**config.mk**
```make
export PLATFORM = sky130hd
export DESIGN_NAME = mns_apb_regs
export DESIGN_NICKNAME = d
export VERILOG_FILES = /design/src/mns_pkg.sv /design/src/mns_apb_regs.sv
export SDC_FILE = /design/constraint.sdc
export NUM_CORES = 1
export LEC_CHECK = 0
export ABC_AREA = 1
export BUFFER_PORTS_ARGS = -buffer_cell sky130_fd_sc_hd__buf_2
export CAP_MARGIN = 20
export CORE_MARGIN = 5
export CORE_UTILIZATION = 26
export DETAILED_ROUTE_END_ITERATION = 8
export PLACE_DENSITY = 0.77
export SETUP_SLACK_MARGIN = 0.3
export SYNTH_ARGS = -nofsm -noshare
export SYNTH_HDL_FRONTEND = slang
export SYNTH_SLANG_ARGS = --single-unit
```
**constraint.sdc**
```tcl
create_clock -name i_clk -period 0.8 [get_ports i_clk]
set_input_delay 0.16 -clock i_clk [delete_from_list [all_inputs] [get_ports i_clk]]
set_output_delay 0.16 -clock i_clk [all_outputs]
set_load 0.005 [all_outputs]
```
**src/mns_pkg.sv**
```systemverilog
package mns_pkg;

    typedef enum logic [2:0] {
        S_IDLE,
        S_LOAD,
        S_CH_TBL,
        S_CH_EVAL,
        S_CH_NEXT,
        S_STOP,
        S_FIN
    } t_state;

    localparam logic [1:0] ACT_LOAD = 2'd0;
    localparam logic [1:0] ACT_TICK = 2'd1;
    localparam logic [1:0] ACT_STOP = 2'd2;

    localparam logic [1:0] KIND_KEY_ON  = 2'd0;
    localparam logic [1:0] KIND_KEY_OFF = 2'd1;
    localparam logic [1:0] KIND_DONE    = 2'd2;

    localparam logic       REG_NUM_CHANNELS   = 1'b0;
    localparam logic [3:0] NUM_CHANNELS_RESET = 4'd12;

    typedef struct packed {
        logic        lend;
        logic        lstart;
        logic [15:0] dur;
        logic [15:0] note;
        logic [3:0]  chn;
        logic [7:0]  smp;
    } t_event;

    typedef struct packed {
        logic [15:0] tick;
        logic [7:0]  pos;
        logic [7:0]  off;
        logic        started;
        logic [7:0]  loop;
    } t_chan;

endpackage

```
**src/mns_apb_regs.sv**
```systemverilog
module mns_apb_regs (
    input  logic        i_clk,
    input  logic        i_rst_n,
    input  logic        psel,
    input  logic        penable,
    input  logic        pwrite,
    input  logic [2:0]  paddr,
    input  logic [31:0] pwdata,
    output logic [31:0] prdata,
    output logic        pready,
    output logic [3:0]  o_num_channels
);

    logic [3:0] r_num_channels;
    logic       sel_num;

    assign sel_num = (paddr[2] == mns_pkg::REG_NUM_CHANNELS);

    always_ff @(posedge i_clk) begin
        if (!i_rst_n) begin
            r_num_channels <= mns_pkg::NUM_CHANNELS_RESET;
        end else if (psel && penable && pwrite && sel_num) begin
            r_num_channels <= pwdata[3:0];
        end
    end

    assign prdata         = sel_num ? {28'd0, r_num_channels} : 32'd0;
    assign pready         = 1'b1;
    assign o_num_channels = r_num_channels;

endmodule

```
==> flow_summary_export.csv <==
group,metric,value,unit
status,status,"complete, but fails checks",
status,failed_checks,"setup timing",
drt,via_per_inst,3.38,
logic_synthesis,ys_seq_area_share,17.8,%
grt,grt_usage,6.11,%
floorplanning,dieArea,0.00266,mm2
floorplanning,pin_count,77,
setup_path,reg2reg_depth,2,
logic_synthesis,synth_warnings,0,
setup_path,path_cells,"inv_2 -> nor2_1 -> buf_2",
drt,drcViolationCount,0,
sta,fin_ws,-0.170,ns
drt,vias,345,
sta,fin_crit,0.970,ns
floorplanning,dieHeight,51.6,um
clocking,cts_buffers,3,
sta,clock_skew,0,ns
sta,final_hold_viol_count,0,
setup_path,crit_arrival,0.81,ns
setup_path,reg2reg_to,"o_num_channels[2]",
grt,grt_remaining_overflow,0,
setup_path,cp-start-kind,"flip-flop",
logic_synthesis,ys_types,12,
clocking,clk_latency,0.24,ns
setup_path,cp.required,0.64,ns
final_layout,nNetsFinal,127,
sta,slew_violations,0,
power,ir_drop,0.425,mV
floorplanning,initial_core_util,26.7,%
power,leakage,0.316,nW
placement,portBuffers,17,
placement,gp_congestion,0.649,
placement,dp_hpwl,785,um
clocking,cts_max_path_buffers,2,
final_layout,layout-drive-gt1-share,45.9,%
flow_run,max-cap-violations,0,
final_layout,diodes,0,
floorplanning,row_count,15,
grt,grt_pass1_wl,1.13,mm
power,power,0.000619,W
sta,period_share,121,%
setup_path,worstPathMaxFanout,3,
setup_path,worstSetupPathType,"flip-flop to output pin",
drt,wl,878,um
clocking,tritoncts,"built",
final_layout,largest_reg_flops,4,
setup_path,rrSetupSlack,0.25,ns
min_path,min_path_cells,3,
final_layout,area_growth,12.5,%
min_path,hold_end,"o_num_channels[3]",
drt,firstDrtPassIters,2,
clocking,holdBufCountCts,0,
min_path,min_path_type,"primary input to flip-flop",
sta,fmax,1.03,GHz
logic_synthesis,synth_area,450,um2
logic_synthesis,synth_seq_cells,4,
final_layout,fillers,193,
sta,rsz0062_at_grt,"yes",
clocking,cts_root_buf,"clkbuf_4",
sta,setup_viol,8,
sta,whs,0.133,ns
clocking,clkTransAtPathRegs,0.04,ns
clocking,clock_sinks,4,
setup_path,max_stage_delay,0.34,ns
grt,grt_pass1_vias,303,
setup_path,reg2reg_from,"o_num_channels[2]",
floorplanning,die_w,51.6,um
clocking,htreeDepth,1,
drt,antenna_left,0,
setup_path,end_kind,"output pin",
drt,drtIter0Drc,1,
floorplanning,core_region_area,0.00169,mm2
logic_synthesis,netlist_instances,67,
grt,antenna_found_initial,0,
min_path,hp-start,"pwdata[3]",
power,powerDensity,1220,mW/mm2
setup_path,worst_path_max_delay_cell,"dfxtp_2",
drt,routedWlPerCell,8.61,um
grt,grt_max_degree,7,
logic_synthesis,postSynthAreaPerCell,6.72,um2
[metal layers]
metal	vias up	routed length, um	global-route usage, %
met5	-	0	0
met2	29	468	12.3
met1	142	223	3.46
met4	0	29	7.86
met3	2	156	1.72
li1	172	-	-
[power breakdown]
part	switching (W)	internal, W
logic	0.0000911	0.0000516
registers	0.00000598	0.000209
clock network	0.0000925	0.000168
[kinds of logic (layout without fill, tap and decap cells)]
group	Yosys count	count (layout)	synth area share, %
other	2	29	1.67
buffers and inverters	38	29	55.8
AND/OR/NAND/NOR	23	23	24.7
flip-flops	4	4	17.8
[cell usage in the layout, fill, tap and decap left out, types with 2 or more instances in the layout]
| master | n |
|---|---|
| buf_2 | 15 |
| nand3_1 | 3 |
| dfxtp_2 | 4 |
| conb_1 | 29 |
| nand2_2 | 3 |
| nand2_1 | 5 |
| inv_2 | 4 |
| nor2_2 | 3 |
| clkbuf_4 | 4 |
| nor2_4 | 2 |
| nor2_1 | 5 |
| inv_1 | 4 |
[per-stage QoR]
step / instance area [um2] / setup TNS, ns / std cells / utilization [%] / setup slack [ns]
CTS: 480 / -0.789 / 102 / 28.4 / -0.154
detailed placement: 458 / -0.0214 / 99 / 27.1 / -0.0214
global route: 507 / -1.08 / 102 / 30.0 / -0.217
finish: 507 / -0.797 / 102 / 30.0 / -0.170
floorplan: 569 / 0 / 94 / - / 0.172
global placement: 458 / 0 / 99 / 27.1 / 0.0452
[what timing repair did]
action	in CTS	in global routing
pin swaps	7	6
setup endpoints to repair	12	12
buffers inserted	0	0
resized for setup	1	12
[final cells by class]
type	instances	area (um2)	area share [%]
multi-input cells	52	243	47.9
flip-flops and latches	4	85.1	16.8
inverters	9	41.3	8.15
repair buffers	17	93.8	18.5
well taps	17	21.3	4.20
clock buffers	3	22.5	4.44
[critical path, delay by kind of cell, from the launching register on]
kind / cells / cell delay [ns]
flip-flops: 1 / 0.34
buffers and inverters: 2 / 0.14
AND/OR/NAND/NOR: 1 / 0.09
[worst max-delay path by stage]
stage | startpoint | cells after the start | end
2_1_floorplan | o_num_channels[0] | 2 | prdata[0]
3_3_place_gp | psel | 6 | o_num_channels[2]
3_5_place_dp | psel | 6 | o_num_channels[2]
4_1_cts | o_num_channels[0] | 3 | prdata[0]
5_1_grt | o_num_channels[2] | 3 | prdata[2]
6_report | o_num_channels[0] | 3 | prdata[0]
[cell usage after synthesis]
| cell | count | share of area [%] |
|---|---|---|
| nor2_1 | 8 | 6.7 |
| nor2_2 | 1 | 1.4 |
| buf_4 | 29 | 48 |
| inv_2 | 1 | 0.83 |
| nand2_4 | 1 | 2.5 |
| conb_1 | 2 | 1.7 |
| inv_1 | 8 | 6.7 |
| nand3_1 | 4 | 4.4 |
| nand2_2 | 1 | 1.4 |
| nor2_4 | 1 | 2.5 |
| dfxtp_1 | 4 | 18 |
| nand2_1 | 7 | 5.8 |
No activity file was read; power rests on OpenSTA's default activity.
