**config.mk**
```make
export PLATFORM = sky130hd
export DESIGN_NAME = mns_chan_mem
export DESIGN_NICKNAME = d
export VERILOG_FILES = /design/src/mns_pkg.sv /design/src/mns_chan_mem.sv
export SDC_FILE = /design/constraint.sdc
export NUM_CORES = 1
export LEC_CHECK = 0
export BUFFER_PORTS_ARGS = -buffer_cell sky130_fd_sc_hd__buf_4
export CAP_MARGIN = 20
export CORE_MARGIN = 8
export CORE_UTILIZATION = 55
export CTS_CLUSTER_SIZE = 20
export DETAILED_ROUTE_END_ITERATION = 6
export PLACE_DENSITY = 0.81
export SYNTH_ARGS = -nofsm -noshare
export SYNTH_HDL_FRONTEND = slang
export SYNTH_SLANG_ARGS = --single-unit
export TNS_END_PERCENT = 1
```
**constraint.sdc**
```tcl
create_clock -name i_clk -period 12.2 [get_ports i_clk]
set_input_delay 1.83 -clock i_clk [delete_from_list [all_inputs] [get_ports i_clk]]
set_output_delay 1.83 -clock i_clk [all_outputs]
set_load 0.03 [all_outputs]
```
**src/mns_pkg.sv**
```systemverilog
package mns_pkg;

    typedef enum logic [2:0] {
        S_IDLE,
        S_LOAD,
        S_CH_TBL,
        S_CH_EVAL,
        S_CH_NEXT,
        S_STOP,
        S_FIN
    } t_state;

    localparam logic [1:0] ACT_LOAD = 2'd0;
    localparam logic [1:0] ACT_TICK = 2'd1;
    localparam logic [1:0] ACT_STOP = 2'd2;

    localparam logic [1:0] KIND_KEY_ON  = 2'd0;
    localparam logic [1:0] KIND_KEY_OFF = 2'd1;
    localparam logic [1:0] KIND_DONE    = 2'd2;

    localparam logic       REG_NUM_CHANNELS   = 1'b0;
    localparam logic [3:0] NUM_CHANNELS_RESET = 4'd12;

    typedef struct packed {
        logic        lend;
        logic        lstart;
        logic [15:0] dur;
        logic [15:0] note;
        logic [3:0]  chn;
        logic [7:0]  smp;
    } t_event;

    typedef struct packed {
        logic [15:0] tick;
        logic [7:0]  pos;
        logic [7:0]  off;
        logic        started;
        logic [7:0]  loop;
    } t_chan;

endpackage

```
**src/mns_chan_mem.sv**
```systemverilog
module mns_chan_mem #(
    parameter int MAX_CHANNELS = 12,
    localparam int CH_AW = (MAX_CHANNELS > 1) ? $clog2(MAX_CHANNELS) : 1
) (
    input  logic              i_clk,
    input  logic              i_rst_n,
    input  logic              i_clear,
    input  logic              i_we,
    input  logic [CH_AW-1:0]  i_waddr,
    input  mns_pkg::t_chan    i_wdata,
    input  logic              i_re,
    input  logic [CH_AW-1:0]  i_raddr,
    output mns_pkg::t_chan    o_rdata
);

    mns_pkg::t_chan          r_mem [MAX_CHANNELS];
    mns_pkg::t_chan          r_rdata;
    logic [MAX_CHANNELS-1:0] r_valid;
    logic                    r_rvalid;

    always_ff @(posedge i_clk) begin
        if (i_we) begin
            r_mem[i_waddr] <= i_wdata;
        end
        if (i_re) begin
            r_rdata <= r_mem[i_raddr];
        end
    end

    // An entry that was never written since reset or the last clear reads as zero.
    always_ff @(posedge i_clk) begin
        if (!i_rst_n) begin
            r_valid  <= '0;
            r_rvalid <= 1'b0;
        end else begin
            if (i_re) begin
                r_rvalid <= r_valid[i_raddr];
            end
            if (i_clear) begin
                r_valid <= '0;
            end else if (i_we) begin
                r_valid[i_waddr] <= 1'b1;
            end
        end
    end

    assign o_rdata = r_rvalid ? r_rdata : '0;

endmodule

```
==> qor.log <==
qor: yosys.synth_top_area_share 77.59%
qor: clock_tree.tritoncts built
qor: global_routing.grt_overflow_total 0
qor: yosys.synthesis.area_per_instance 22.35 um^2
qor: routing.viasPerCell 6.221
qor: worst_setup_path.cp-start-kind input pin
qor: worst_setup_path.setup.worst_path.end_class flip-flop
qor: routing.dr.first_iter.drc_count 900
qor: global_routing.grt_max_degree 86
qor: finish.syn_to_final_growth 14.14%
qor: finish.total_area_of_sequential_cells 16270 um^2
qor: worst_setup_path.timing.critical_path.cells clkbuf_8, buf_4, mux4_2, mux2i_1, o21ai_1
qor: clock_tree.numClockSinks 546
qor: routing.drt_drc_violations_left 0
qor: clock_tree.post-cts-setup-buffers 0
qor: floorplan.design.core.area 37310 um^2
qor: routing.routed-via-count 9673
qor: run_status.status finished clean
qor: global_routing.global_route_met1_utilization 24.79%
qor: worst_setup_path.cpMaxStageDelayCell sky130_fd_sc_hd__buf_4
qor: place.globalplace.congestion 0.6928
qor: clock_tree.clkTransAtPathRegs 0.06 ns
qor: power.leakagePower 7.731 nW
qor: timing.final_period_minus_worst_setup_slack 4.093 ns
qor: worst_setup_path.worst_ep_required_time 12.47 ns
qor: timing.max_slew.worst_pin.slew 1.067 ns
qor: floorplan.num_rows 71
qor: yosys.mappedNetlistArea 20630 um^2
qor: yosys.synth_fp_nets 977
qor: yosys.synth.yosys.seq_area_share 78.85%
qor: finish.share_of_post_route_cells_with_drive_strength_above_1 29.69%
qor: finish.stdcell_count 1555
qor: floorplan.die-height 209.7 um
qor: routing.drtPass1Iterations 5
qor: place.post_placement_cell_count 1459
qor: timing.rsz_0062_raised_after_global_routing false
qor: power.power.ir.vdd_worst 0.00009720 V
qor: worst_setup_path.critPathBufInv 2
qor: floorplan.initial_utilization 55.29%
qor: finish.antenna-diode-count 0
qor: timing.finalCritPeriodShare 33.55%
qor: clock_tree.h-tree-depth 2
qor: global_routing.grt_pass1_vias 10260
qor: routing.detail_route.wl_per_cell 27.22 um
qor: yosys.netlist-cell-type-count 23
qor: timing.finalClockSkew 0.01417 ns
qor: clock_tree.postcts_resize_cnt 0
qor: timing.timing_hold_violations_final 0
qor: timing.fmax 0.2443 GHz
qor: clock_tree.ctsRootBufferMaster sky130_fd_sc_hd__clkbuf_16
qor: worst_setup_path.cp_data_arrival_time 4.36 ns
qor: worst_setup_path.path_class input pin to flip-flop
qor: place.final_hpwl_from_detailed_placement 20140 um
qor: worst_setup_path.cell_family_with_the_largest_share_of_critical_path_delay buffers and inverters
qor: yosys.yosys-top-cells-area sky130_fd_sc_hd__edfxtp_1 78%, sky130_fd_sc_hd__mux4_2 14%, sky130_fd_sc_hd__mux2i_1 2.0%, sky130_fd_sc_hd__dfxtp_1 1.3%, sky130_fd_sc_hd__and2_1 1.2%
qor: worst_setup_path.ff2ff_setup_slack 10.68 ns
qor: job.cap_violations 0
qor: global_routing.grt_antenna_before_repair 1
qor: yosys.number_of_synthesized_register_bits 546
qor: floorplan.die_area 43960 um^2
qor: finish.layout.filler_cells 2431
qor: global_routing.grt.total_usage 19.12%
qor: power.powerDensity 164.0 nW/um^2
qor: clock_tree.tritoncts.num_buffers 52
qor: worst_setup_path.critical_path.max_fanout 81
qor: routing.detail_route.wirelength 42330 um
qor: global_routing.grt_use_met3 4.564%
qor: timing.totalNegativeSetupSlack 0 ns
qor: finish.nNetsFinal 1093
qor: finish.multiInputGateArea 4170 um^2
qor: floorplan.io-pin-count 95
qor: clock_tree.ctsHoldBuffers 0
qor: timing.slew_violations 0
qor: timing.slew-limit-headroom 28.87%
qor: global_routing.grt_util_met2 32.11%
qor: min_path.type_of_the_tightest_min_delay_check flip-flop to flip-flop
qor: clock_tree.clock_insertion_delay_worst_skew 0.55 ns
qor: worst_setup_path.cp_slowest_stage_delay 0.83 ns
qor: place.io_buffers 94
qor: global_routing.grt_first_pass_wirelength 62770 um
qor: global_routing.globalRoute.busiestLayer met2
qor: yosys.synth-warning-count 0
qor: yosys.post-synth-top-area-cell sky130_fd_sc_hd__edfxtp_1
qor: routing.route.antenna.remaining_nets 0
qor: yosys.post_synth_inst_count 923
qor: timing.setup_viol 0
qor: clock_tree.cts-root-to-sink-buffers 3
qor: floorplan.dieWidth 209.7 um
-- stage by stage --
step	utilization (%)	hold slack [ns]	setup WS [ns]	area, um^2	total power (W)
2_1_floorplan	-	0.4354	6.505	20630	0.002260
4_1_cts	63.10	0.4696	8.033	23540	0.003886
3_5_place_dp	58.59	0.4478	7.464	21860	0.002328
3_3_place_gp	58.59	0.4404	7.505	21860	0.002319
6_report	63.10	0.4731	8.107	23540	0.003862
5_1_grt	63.10	0.4913	7.854	23540	0.003966
-- placed cells by master (no fill, tap or decap), types with 2 or more instances in the layout --
cell type | netlist | layout
sky130_fd_sc_hd__and2_1 | 41 | 41
sky130_fd_sc_hd__buf_4 | 8 | 108
sky130_fd_sc_hd__bufinv_16 | 0 | 5
sky130_fd_sc_hd__clkbuf_1 | 17 | 18
sky130_fd_sc_hd__clkbuf_16 | 0 | 53
sky130_fd_sc_hd__clkbuf_8 | 0 | 5
sky130_fd_sc_hd__clkinv_1 | 0 | 6
sky130_fd_sc_hd__clkinv_2 | 0 | 7
sky130_fd_sc_hd__clkinv_4 | 0 | 2
sky130_fd_sc_hd__dfxtp_1 | 13 | 12
sky130_fd_sc_hd__edfxtp_1 | 533 | 533
sky130_fd_sc_hd__inv_1 | 2 | 2
sky130_fd_sc_hd__mux2i_1 | 41 | 41
sky130_fd_sc_hd__mux4_2 | 126 | 126
sky130_fd_sc_hd__nand2_1 | 43 | 43
sky130_fd_sc_hd__nand2b_1 | 2 | 2
sky130_fd_sc_hd__nand3b_1 | 2 | 2
sky130_fd_sc_hd__nor2_1 | 11 | 2
sky130_fd_sc_hd__nor2_4 | 0 | 9
sky130_fd_sc_hd__nor2b_1 | 2 | 2
sky130_fd_sc_hd__nor3_2 | 0 | 3
sky130_fd_sc_hd__o21a_1 | 12 | 12
sky130_fd_sc_hd__o21ai_1 | 41 | 41
-- metal layers --
| layer | part of all wire [%] | vias up | routed length [um] |
|---|---|---|---|
| li1 | - | 4032 | - |
| met1 | 39 | 5036 | 16360 |
| met2 | 50 | 514 | 21260 |
| met3 | 8.5 | 89 | 3604 |
| met4 | 2.6 | 2 | 1091 |
| met5 | 0.028 | - | 12 |
-- cell type report --
class,count,share of cell area [%]
Sequential cell,546,69.09
Inverter,2,0.03189
Multi-Input combinational cell,328,17.71
Tap cell,474,2.519
Clock buffer,75,6.154
Clock inverter,21,0.9885
Timing Repair Buffer,109,3.502
-- report_power, final --
part	internal (W)	switching, W
registers	0.00211	0.0000127
logic	0.0000721	0.0000971
clock network	0.000929	0.000643
total	0.00311	0.000753
-- Yosys cell counts --
cell type,number
sky130_fd_sc_hd__o22ai_1,1
sky130_fd_sc_hd__mux2i_1,41
sky130_fd_sc_hd__edfxtp_1,533
sky130_fd_sc_hd__or3b_2,1
sky130_fd_sc_hd__nand2b_1,2
sky130_fd_sc_hd__nand2_1,43
sky130_fd_sc_hd__nor3_1,3
sky130_fd_sc_hd__dfxtp_1,13
sky130_fd_sc_hd__mux4_2,126
sky130_fd_sc_hd__buf_2,12
sky130_fd_sc_hd__buf_1,4
sky130_fd_sc_hd__buf_4,8
sky130_fd_sc_hd__nor2b_1,2
sky130_fd_sc_hd__o21ai_1,41
sky130_fd_sc_hd__buf_6,6
sky130_fd_sc_hd__a32oi_1,1
sky130_fd_sc_hd__nor2_1,11
sky130_fd_sc_hd__inv_1,2
sky130_fd_sc_hd__o21a_1,12
sky130_fd_sc_hd__nand3b_1,2
sky130_fd_sc_hd__and2_1,41
sky130_fd_sc_hd__a31oi_1,1
sky130_fd_sc_hd__clkbuf_1,17
-- path summary, 6_finish.rpt --
kind                            cells after the start         start          end
worst max-delay path                                5    i_raddr[0]  r_rdata[23]
worst min-delay path                                1    r_valid[9]   r_valid[9]
worst max register to register                      3  r_mem[7][11]  r_rdata[11]
worst min register to register                      1    r_valid[9]   r_valid[9]
-- sequential cells by signal, summed over array words and instances, names as in the netlist --
| register | flops |
|---|---|
| r_mem | 492 |
| r_rdata | 41 |
| r_valid | 12 |
| r_rvalid | 1 |
-- kinds of logic (layout without fill, tap and decap cells) --
logic type	after synthesis	count (layout)	synth area share [%]
flip-flops	546	546	78.85
multiplexers	167	167	15.75
AO/OA/AOI/OAI	56	56	1.535
buffers and inverters	49	207	1.328
AND/OR/NAND/NOR	105	105	2.535
-- worst reg2reg max path, delay by kind of cell (launching register included) --
kind	cells	cell delay [ns]
muxes	2	0.72
DFF	1	0.41
AOI/OAI and AO/OA	1	0.09
Note: power is estimated with default switching activity, not from simulation.
